`config.mk`:
```
export PLATFORM = sky130hd
export DESIGN_NAME = first_fit_run_allocator
export DESIGN_NICKNAME = d
export VERILOG_FILES = /design/src/hw/rtl/ffra_pkg.sv /design/src/hw/rtl/ffra_table.sv /design/src/hw/rtl/first_fit_run_allocator.sv
export SDC_FILE = /design/constraint.sdc
export NUM_CORES = 2
export LEC_CHECK = 0
export BUFFER_PORTS_ARGS = -buffer_cell sky130_fd_sc_hd__clkbuf_2
export CAP_MARGIN = 20
export CORE_UTILIZATION = 57
export DETAILED_ROUTE_END_ITERATION = 16
export GPL_ROUTABILITY_DRIVEN = 0
export HOLD_SLACK_MARGIN = 0.06
export PLACE_DENSITY = 0.72
export SYNTH_ARGS = -nofsm -noshare
export SYNTH_HDL_FRONTEND = slang
export SYNTH_SLANG_ARGS = --single-unit
```
`constraint.sdc`:
```
create_clock -name clk -period 7.4 [get_ports clk]
set_input_delay 1.11 -clock clk [delete_from_list [all_inputs] [get_ports clk]]
set_output_delay 1.11 -clock clk [all_outputs]
set_load 0.1 [all_outputs]
```
`src/hw/rtl/ffra_pkg.sv`:
```
// Shared types and constants for the first-fit run allocator.
// Used by ffra_table and first_fit_run_allocator.
package ffra_pkg;

    localparam int START_W = 16;
    localparam int LEN_W   = 17;
    localparam int CAP_W   = 17;

    localparam logic [1:0] ST_DONE    = 2'd0;
    localparam logic [1:0] ST_REFUSED = 2'd1;
    localparam logic [1:0] ST_IGNORED = 2'd2;
    localparam logic [1:0] ST_FULL    = 2'd3;

    typedef struct packed {
        logic [START_W-1:0] start;
        logic [LEN_W-1:0]   len;
    } run_t;

endpackage

```
`src/hw/rtl/ffra_table.sv`:
```
// Free-run table memory: one write port and one registered read port.
// Depends on ffra_pkg for the entry type.
module ffra_table #(
    parameter int DEPTH = 64,
    parameter int AW    = 6
) (
    input  logic                clk,
    input  logic                we,
    input  logic [AW-1:0]       waddr,
    input  ffra_pkg::run_t      wdata,
    input  logic [AW-1:0]       raddr,
    output ffra_pkg::run_t      rdata
);
    import ffra_pkg::*;

    run_t mem [DEPTH];

    always_ff @(posedge clk)
    begin
        if (we)
        begin
            mem[waddr] <= wdata;
        end
        rdata <= mem[raddr];
    end
endmodule

```
`src/hw/rtl/first_fit_run_allocator.sv`:
```
// First-fit run allocator with bump tail and sorted coalescing free-run table.
// Depends on ffra_pkg and ffra_table.
//
//  channel | valid     | stall     | payload
//  input   | in_valid  | in_stall  | action, run_start, start_present, run_length
//  output  | out_valid | out_stall | granted_start, status
//  config  | cfg_we    | -         | cfg_data (pool_capacity)
//
// One item at a time; the scan visits table entries one by one over the single memory read
// port, and an insert or erase shifts the affected entries one by one through that port.
// Reset clears the run count, the tail and the control; no clearing pass is needed.
// A result waits in the output register while stalled; the next item is taken
// once that result has been transferred.
module first_fit_run_allocator #(
    parameter int POOL_SLOTS    = 65536,
    parameter int MAX_FREE_RUNS = 64
) (
    input  logic                           clk,
    input  logic                           rst_n,
    input  logic                           in_valid,
    output logic                           in_stall,
    input  logic                           action,
    input  logic [ffra_pkg::START_W-1:0]   run_start,
    input  logic                           start_present,
    input  logic [ffra_pkg::LEN_W-1:0]     run_length,
    output logic                           out_valid,
    input  logic                           out_stall,
    output logic [ffra_pkg::START_W-1:0]   granted_start,
    output logic [1:0]                     status,
    input  logic                           cfg_we,
    input  logic [ffra_pkg::CAP_W-1:0]     cfg_data
);
    import ffra_pkg::*;

    localparam int AW = (MAX_FREE_RUNS > 1) ? $clog2(MAX_FREE_RUNS) : 1;
    localparam int CW = $clog2(MAX_FREE_RUNS + 1);
    localparam int TW = $clog2(POOL_SLOTS + 1) > LEN_W ? $clog2(POOL_SLOTS + 1) : LEN_W;
    localparam logic [TW-1:0] SLOTS = TW'(POOL_SLOTS);
    localparam logic [CW-1:0] MAXC  = CW'(MAX_FREE_RUNS);
    localparam logic [LEN_W:0] SATL = {1'b0, {LEN_W{1'b1}}};

    typedef enum logic [8:0] {
        S_IDLE  = 9'b000000001,
        S_TRD   = 9'b000000010,
        S_TCHK  = 9'b000000100,
        S_SHRD  = 9'b000001000,
        S_SHWR  = 9'b000010000,
        S_GRD   = 9'b000100000,
        S_GCHK  = 9'b001000000,
        S_GFIN  = 9'b010000000,
        S_OUT   = 9'b100000000
    } state_t;

    // Shift modes after a decision.
    typedef enum logic [1:0] {
        SH_ERASE  = 2'd0,
        SH_INSERT = 2'd1,
        SH_TAIL   = 2'd2
    } shift_t;

    state_t state_reg, state_next;
    shift_t sh_reg, sh_next;
    logic [CAP_W-1:0]   cap_reg;
    logic [CW-1:0]      count_reg, count_next;
    logic [TW-1:0]      tail_reg, tail_next;
    logic [CW-1:0]      idx_reg, idx_next;
    logic               act_reg, act_next;
    logic [START_W-1:0] st_reg, st_next;
    logic [LEN_W-1:0]   len_reg, len_next;
    run_t               prev_reg, prev_next;
    run_t               ins_reg, ins_next;
    logic [START_W-1:0] gs_reg, gs_next;
    logic [1:0]         status_reg, status_next;
    logic               out_valid_reg, out_valid_next;

    logic        we;
    logic [AW-1:0] waddr, raddr;
    run_t        wdata, rdata;

    ffra_table #(.DEPTH(MAX_FREE_RUNS), .AW(AW)) u_table (
        .clk   (clk),
        .we    (we),
        .waddr (waddr),
        .wdata (wdata),
        .raddr (raddr),
        .rdata (rdata)
    );

    logic [TW-1:0]  cap_eff;
    logic [TW:0]    tail_sum;
    logic [TW:0]    give_end;
    logic [TW:0]    ent_end;
    logic [LEN_W:0] sum2;
    logic [LEN_W+1:0] sum3;

    assign cap_eff  = (TW'(cap_reg) > SLOTS) ? SLOTS : TW'(cap_reg);
    assign tail_sum = {1'b0, tail_reg} + (TW+1)'(len_reg);
    assign give_end = (TW+1)'(st_reg) + (TW+1)'(len_reg);
    assign ent_end  = (TW+1)'(rdata.start) + (TW+1)'(rdata.len);
    assign sum2     = {1'b0, prev_reg.len} + {1'b0, len_reg};
    assign sum3     = {1'b0, sum2} + (LEN_W+2)'(ins_reg.len);

    assign in_stall      = (state_reg != S_IDLE) || out_valid_reg;
    assign out_valid     = out_valid_reg;
    assign granted_start = gs_reg;
    assign status        = status_reg;

    always_comb
    begin
        state_next     = state_reg;
        sh_next        = sh_reg;
        count_next     = count_reg;
        tail_next      = tail_reg;
        idx_next       = idx_reg;
        act_next       = act_reg;
        st_next        = st_reg;
        len_next       = len_reg;
        prev_next      = prev_reg;
        ins_next       = ins_reg;
        gs_next        = gs_reg;
        status_next    = status_reg;
        out_valid_next = out_valid_reg;
        we             = 1'b0;
        waddr          = idx_reg[AW-1:0];
        wdata          = ins_reg;
        raddr          = idx_reg[AW-1:0];
        if (out_valid_reg && !out_stall)
        begin
            out_valid_next = 1'b0;
        end
        unique case (state_reg)
            S_IDLE:
            begin
                if (in_valid && !out_valid_reg)
                begin
                    act_next = action;
                    st_next  = run_start;
                    len_next = run_length;
                    idx_next = '0;
                    gs_next  = '0;
                    if (action == 1'b0)
                    begin
                        state_next = S_TRD;
                    end
                    else if (!start_present || run_length == '0)
                    begin
                        status_next = ST_IGNORED;
                        state_next  = S_OUT;
                    end
                    else if ((TW+1)'(run_start) + (TW+1)'(run_length) == {1'b0, tail_reg})
                    begin
                        tail_next  = TW'(run_start);
                        status_next = ST_DONE;
                        if (count_reg == '0)
                        begin
                            state_next = S_OUT;
                        end
                        else
                        begin
                            idx_next   = count_reg - 1'b1;
                            sh_next    = SH_TAIL;
                            state_next = S_GRD;
                        end
                    end
                    else
                    begin
                        state_next = S_GRD;
                        sh_next    = SH_INSERT;
                    end
                end
            end
            S_TRD:
            begin
                if (idx_reg == count_reg)
                begin
                    if (tail_sum > {1'b0, cap_eff})
                    begin
                        gs_next     = '0;
                        status_next = ST_REFUSED;
                    end
                    else
                    begin
                        gs_next     = tail_reg[START_W-1:0];
                        status_next = ST_DONE;
                        tail_next   = tail_sum[TW-1:0];
                    end
                    state_next = S_OUT;
                end
                else
                begin
                    state_next = S_TCHK;
                end
            end
            S_TCHK:
            begin
                if (rdata.len < len_reg)
                begin
                    idx_next   = idx_reg + 1'b1;
                    state_next = S_TRD;
                end
                else
                begin
                    gs_next     = rdata.start;
                    status_next = ST_DONE;
                    if (rdata.len == len_reg)
                    begin
                        count_next = count_reg - 1'b1;
                        sh_next    = SH_ERASE;
                        state_next = S_SHRD;
                    end
                    else
                    begin
                        we          = 1'b1;
                        wdata.start = rdata.start + len_reg[START_W-1:0];
                        wdata.len   = rdata.len - len_reg;
                        state_next  = S_OUT;
                    end
                end
            end
            S_SHRD:
            begin
                // Erase: move entry idx+1 down to idx. Insert: move idx-1 up to idx.
                if (sh_reg == SH_ERASE)
                begin
                    if (idx_reg >= count_reg)
                    begin
                        state_next = S_OUT;
                    end
                    else
                    begin
                        raddr      = AW'(idx_reg + 1'b1);
                        state_next = S_SHWR;
                    end
                end
                else
                begin
                    if (idx_reg == prev_reg.start[CW-1:0])
                    begin
                        we         = 1'b1;
                        waddr      = idx_reg[AW-1:0];
                        wdata      = ins_reg;
                        state_next = S_OUT;
                    end
                    else
                    begin
                        raddr      = AW'(idx_reg - 1'b1);
                        state_next = S_SHWR;
                    end
                end
            end
            S_SHWR:
            begin
                we         = 1'b1;
                waddr      = idx_reg[AW-1:0];
                wdata      = rdata;
                idx_next   = (sh_reg == SH_ERASE) ? idx_reg + 1'b1 : idx_reg - 1'b1;
                state_next = S_SHRD;
            end
            S_GRD:
            begin
                state_next = S_GCHK;
            end
            S_GCHK:
            begin
                if (sh_reg == SH_TAIL)
                begin
                    if (ent_end == {1'b0, tail_reg})
                    begin
                        tail_next  = TW'(rdata.start);
                        count_next = count_reg - 1'b1;
                        if (idx_reg == '0)
                        begin
                            state_next = S_OUT;
                        end
                        else
                        begin
                            idx_next   = idx_reg - 1'b1;
                            state_next = S_GRD;
                        end
                    end
                    else
                    begin
                        state_next = S_OUT;
                    end
                end
                else if (idx_reg < count_reg && rdata.start < st_reg)
                begin
                    prev_next  = rdata;
                    idx_next   = idx_reg + 1'b1;
                    state_next = S_GRD;
                end
                else
                begin
                    ins_next   = rdata;
                    state_next = S_GFIN;
                end
            end
            S_GFIN:
            begin
                // ins_reg holds entry at idx (if any), prev_reg entry idx-1 (if any).
                status_next = ST_DONE;
                state_next  = S_OUT;
                if ((idx_reg < count_reg) && (give_end == (TW+1)'(ins_reg.start))
                    && (idx_reg != '0)
                    && ((TW+1)'(prev_reg.start) + (TW+1)'(prev_reg.len) == (TW+1)'(st_reg)))
                begin
                    we          = 1'b1;
                    waddr       = AW'(idx_reg - 1'b1);
                    wdata.start = prev_reg.start;
                    wdata.len   = (sum3 > (LEN_W+2)'(SATL)) ? SATL[LEN_W-1:0]
                                  : sum3[LEN_W-1:0];
                    count_next  = count_reg - 1'b1;
                    sh_next     = SH_ERASE;
                    state_next  = S_SHRD;
                end
                else if ((idx_reg < count_reg) && (give_end == (TW+1)'(ins_reg.start)))
                begin
                    we          = 1'b1;
                    waddr       = idx_reg[AW-1:0];
                    wdata.start = st_reg;
                    wdata.len   = (({1'b0, len_reg} + {1'b0, ins_reg.len}) > SATL)
                                  ? SATL[LEN_W-1:0] : (len_reg + ins_reg.len);
                end
                else if ((idx_reg != '0)
                    && ((TW+1)'(prev_reg.start) + (TW+1)'(prev_reg.len) == (TW+1)'(st_reg)))
                begin
                    we          = 1'b1;
                    waddr       = AW'(idx_reg - 1'b1);
                    wdata.start = prev_reg.start;
                    wdata.len   = (sum2 > SATL) ? SATL[LEN_W-1:0] : sum2[LEN_W-1:0];
                end
                else if (count_reg >= MAXC)
                begin
                    status_next = ST_FULL;
                end
                else
                begin
                    // Shift entries idx..count-1 up by one, then write the new run.
                    ins_next.start  = st_reg;
                    ins_next.len    = len_reg;
                    prev_next.start = START_W'(idx_reg);
                    idx_next        = count_reg;
                    count_next      = count_reg + 1'b1;
                    sh_next         = SH_INSERT;
                    state_next      = S_SHRD;
                end
            end
            S_OUT:
            begin
                if (!out_valid_reg || !out_stall)
                begin
                    out_valid_next = 1'b1;
                    state_next     = S_IDLE;
                end
            end
            default:
            begin
                state_next = S_IDLE;
            end
        endcase
        if (state_reg == S_SHRD && sh_reg == SH_ERASE && idx_reg < count_reg)
        begin
            raddr = AW'(idx_reg + 1'b1);
        end
    end

    always_ff @(posedge clk or negedge rst_n)
    begin
        if (!rst_n)
        begin
            state_reg     <= S_IDLE;
            sh_reg        <= SH_ERASE;
            cap_reg       <= CAP_W'(65536);
            count_reg     <= '0;
            tail_reg      <= '0;
            idx_reg       <= '0;
            out_valid_reg <= 1'b0;
        end
        else
        begin
            state_reg     <= state_next;
            sh_reg        <= sh_next;
            count_reg     <= count_next;
            tail_reg      <= tail_next;
            idx_reg       <= idx_next;
            out_valid_reg <= out_valid_next;
            if (cfg_we)
            begin
                cap_reg <= cfg_data;
            end
        end
    end

    always_ff @(posedge clk)
    begin
        act_reg    <= act_next;
        st_reg     <= st_next;
        len_reg    <= len_next;
        prev_reg   <= prev_next;
        ins_reg    <= ins_next;
        gs_reg     <= gs_next;
        status_reg <= status_next;
    end

    a_count_bound: assert property (@(posedge clk) disable iff (!rst_n)
        count_reg <= MAXC) else $error("free run count exceeds table depth");

    a_one_busy: assert property (@(posedge clk) disable iff (!rst_n)
        (state_reg == S_IDLE && !out_valid_reg) |-> !in_stall)
        else $error("idle block stalls input");

    a_take_status: assert property (@(posedge clk) disable iff (!rst_n)
        (out_valid && !act_reg) |-> (status == ST_DONE || status == ST_REFUSED))
        else $error("take reported a give status");

    a_refuse_zero: assert property (@(posedge clk) disable iff (!rst_n)
        (out_valid && status != ST_DONE) |-> granted_start == '0)
        else $error("failed request carries a start");
endmodule
```
==> impl_metrics.csv <==
group,metric,value,unit
status,status,"finished, final reports clean",
layout,finish.utilization,0.644,
clock_network,clk-insertion-delay-late,0.89,ns
timing,tightest_slew,1.21,ns
timing,clock_skew,0.0591,ns
synthesis,ys.flop_type,"edfxtp_1",
setup_path,slowest_stage,"edfxtp_1",
clock_network,root_buffer,"clkbuf_16",
synthesis,yosysWarnings,0,
power,powerDensity,365,nW/um^2
timing,hold-worst-slack,0.432,ns
flow_run,max_cap_violations,0,
detailed_routing,drc_errors,0,
die,die_area,182000,sq um
timing,min_period_over_period,0.921,
placed_design,port_buffers,76,
timing,setup-tns-final,0,ns
power,p_seq_frac,0.374,
global_route,antenna_found_initial,15,
synthesis,synth_area_leaders,"edfxtp_1, mux4_2, nand2_1",
setup_path,crit_arrival,7.35,ns
detailed_routing,viasPerCell,7.02,
clock_network,clk_pin_slew_worst_paths,0.07,ns
power,comb_power_share,0.350,
global_route,grt_pass1_wl,456000,um
synthesis,syn_area_per_cell,14.9,sq um
global_route,grt_usage,0.353,
synthesis,yosys-top-cells-count,"edfxtp_1, nand2_1, a21oi_1, mux4_2, o21ai_0",
setup_path,path_max_fanout,48,
clock_network,ctsHoldBuffers,0,
die,start_util,0.575,
layout,nNetsFinal,7401,
detailed_routing,drt-wirelength-per-cell,33.4,um
die,die_y,427,um
die,core-area,179000,sq um
detailed_routing,routed_wirelength,323000,um
layout,drive_gt1_frac,0.177,
clock_network,cts.htree.levels,4,
power,p_int,26.6,mW
synthesis,syn_nets,7167,
synthesis,yosys.area.top_type,"edfxtp_1",
setup_path,crit_path_end_kind,"flop",
clock_network,post_cts_resized,0,
clock_network,post_cts_buffers,0,
placed_design,placed_area,108000,sq um
synthesis,yosys.cell_types.count,130,
detailed_routing,drtAntennaViolNets,0,
detailed_routing,vias,67900,
detailed_routing,drt_iter0_drc,10500,
synthesis,async_reset_ff_frac,0.0258,
synthesis,synth-edff-count,2229,
clock_network,cts_tree,"built",
setup_path,crit_top_cell,"a21oi_1",
synthesis,synth_seq_cells,2322,
layout,syn_to_final_growth,12.0,%
synthesis,synthCells,6893,
die,rows,155,
setup_path,reg2reg_slack,0.58,ns
die,die-width,427,um
timing,max_freq,0.147,GHz
setup_path,crit_type,"flop to flop",
timing,slew_violations,0,
layout,largest-register,"u_table.mem",
global_route,grt-ovfl-total,0,
setup_path,worst_setup_path_start_kind,"flop",
synthesis,synth_top_area_frac,0.650,
layout,largest_reg_flops,2112,
global_route,grt_pass1_vias,64700,
timing,finalHoldViolCount,0,
timing,rsz0062_at_grt,"no",
synthesis,netlist_area,103000,sq um
timing,finalSetupViolations,0,
clock_network,clockBufferDepth,3,
detailed_routing,dr.pass1.iters,9,
setup_path,crit_chain,"inv_1 > fa_1 > nor2b_1 > o21ai_0 > a21oi_1 > o211ai_1 > a21bo_2 > a21oi_1 > nand3b_1 > ha_1 > a21oi_1 > nor2b_1 > a2111oi_0 > nor3_1 > a31oi_1 > and3_1 > o21bai_1 > or2_2 > o221ai_1 > nand3_2 > buf_4",
layout,stdcell_area,115000,sq um
setup_path,max_stage_delay,0.69,ns
clock_network,clkSinkCount,2322,
setup_path,cp.required,7.93,ns
placed_design,hpwl,196000,um
power,switching_power,15.5,mW
global_route,grt_max_degree,109,
die,num_io_pins,77,
timing,maxSlewHeadroom,0.191,
timing,period_needed,6.82,ns
worst_hold_path,hold_path.class,"input port to asynchronous set/reset pin",
power,ir_drop,0.000307,V
power,cellLeakagePower,39.8,nW
clock_network,numCtsBuffers,223,
synthesis,synth.most_common_cell,"edfxtp_1",
synthesis,seq_area_frac_synth,0.671,
power,switching_share,0.368,
power,pwr-share-clk,0.276,
==> cell usage in the layout (no fill, tap or decap), types with 26 or more instances in the layout <==
cell type	instances
o22ai_1	81
clkinv_1	40
nor3_1	173
nand3_1	82
bufinv_16	28
o21ai_0	283
clkbuf_1	38
mux2i_1	212
clkbuf_16	224
mux2_2	34
a22o_1	30
nor2_1	216
nor2_4	70
buf_12	29
clkinv_2	46
a221oi_1	26
xnor2_1	117
ha_1	207
nand2b_1	28
a22oi_1	29
buf_4	234
inv_1	111
dfxtp_1	33
dfrtp_1	58
nor2b_1	29
a21oi_1	481
edfxtp_1	2229
nor4_1	30
mux4_2	360
a31oi_1	29
a21o_1	62
nand2_1	876
xor2_1	62
a211oi_1	26
nand4_1	35
clkbuf_2	75
and3_1	31
o21bai_1	28
o221ai_1	50
==> critical path, delay by kind of cell (launching register included) <==
family	cells	cell delay, ns
AND/OR/NAND/NOR	7	1.66
flip-flops	1	0.69
AO/OA/AOI/OAI	10	2.51
adder cells (fa/ha/maj)	2	0.82
buffers and inverters	2	0.70
==> path summary, 6_finish.rpt <==
check / depth (start not counted) / to / start
min in group clk: 3 / cap_reg[16]$_DFFE_PN1P_ / cfg_data[16]
min: 2 / cap_reg[3]$_DFFE_PN0P_ / rst_n
max reg2reg: 21 / u_table.mem[32][6]$_DFFE_PP_ / len_reg[1]$_DFFE_PP_
min reg2reg: 1 / cap_reg[12]$_DFFE_PN0P_ / cap_reg[12]$_DFFE_PN0P_
max in group asynchronous: 2 / idx_reg[2]$_DFFE_PN0P_ / rst_n
max: 21 / u_table.mem[32][6]$_DFFE_PP_ / len_reg[1]$_DFFE_PP_
==> power by group through the flow <==
stage               combinational, mW  sequential [mW]  clock [mW]
detailed placement               14.1             16.0           0
CTS                              14.2             15.7        11.7
floorplan                        9.15             16.0           0
global route                     15.4             15.7        12.2
global placement                 13.9             15.9           0
finish                           14.7             15.8        11.6
==> per-stage QoR <==
step | total power, mW | setup WS, ns | instances
finish | 42.1 | 0.584 | 9676
global route | 43.3 | 0.350 | 9669
CTS | 41.6 | 0.868 | 9663
detailed placement | 30.1 | 0.907 | 9254
global placement | 29.8 | 0.893 | 9247
floorplan | 25.1 | 0.315 | 6893
==> metal layers <==
metal,up-vias,GRT usage,routed length (um)
met2,5453,0.517,141000
met3,1097,0.0987,45500
met1,33900,0.474,114000
met4,12,0.204,22000
met5,-,0,69
li1,27500,-,-
==> logic make-up (layout without fill, tap and decap cells) <==
logic type | count (synthesis) | in the layout | share of synthesized area
DFF | 2322 | 2322 | 0.671
and+or+nand+nor | 1743 | 1743 | 0.0769
AOI/OAI and AO/OA | 1360 | 1360 | 0.0831
muxes | 612 | 612 | 0.104
buffers and inverters | 451 | 869 | 0.0215
adders and majority gates | 217 | 217 | 0.0271
xor gates and xnor gates | 188 | 188 | 0.0165
other | 0 | 10 | 0
==> final cells by class <==
type                    count  area, sq um
multi-input cells        4120        32600
well taps                2355         2950
repair buffers            346         2790
flip-flops and latches   2322        69100
inverters                 114          428
clock inverters           143         1640
clock buffers             266         5800
diodes                     10         25.0
fillers                 12200        63700
(Power assumes the default switching activity.)
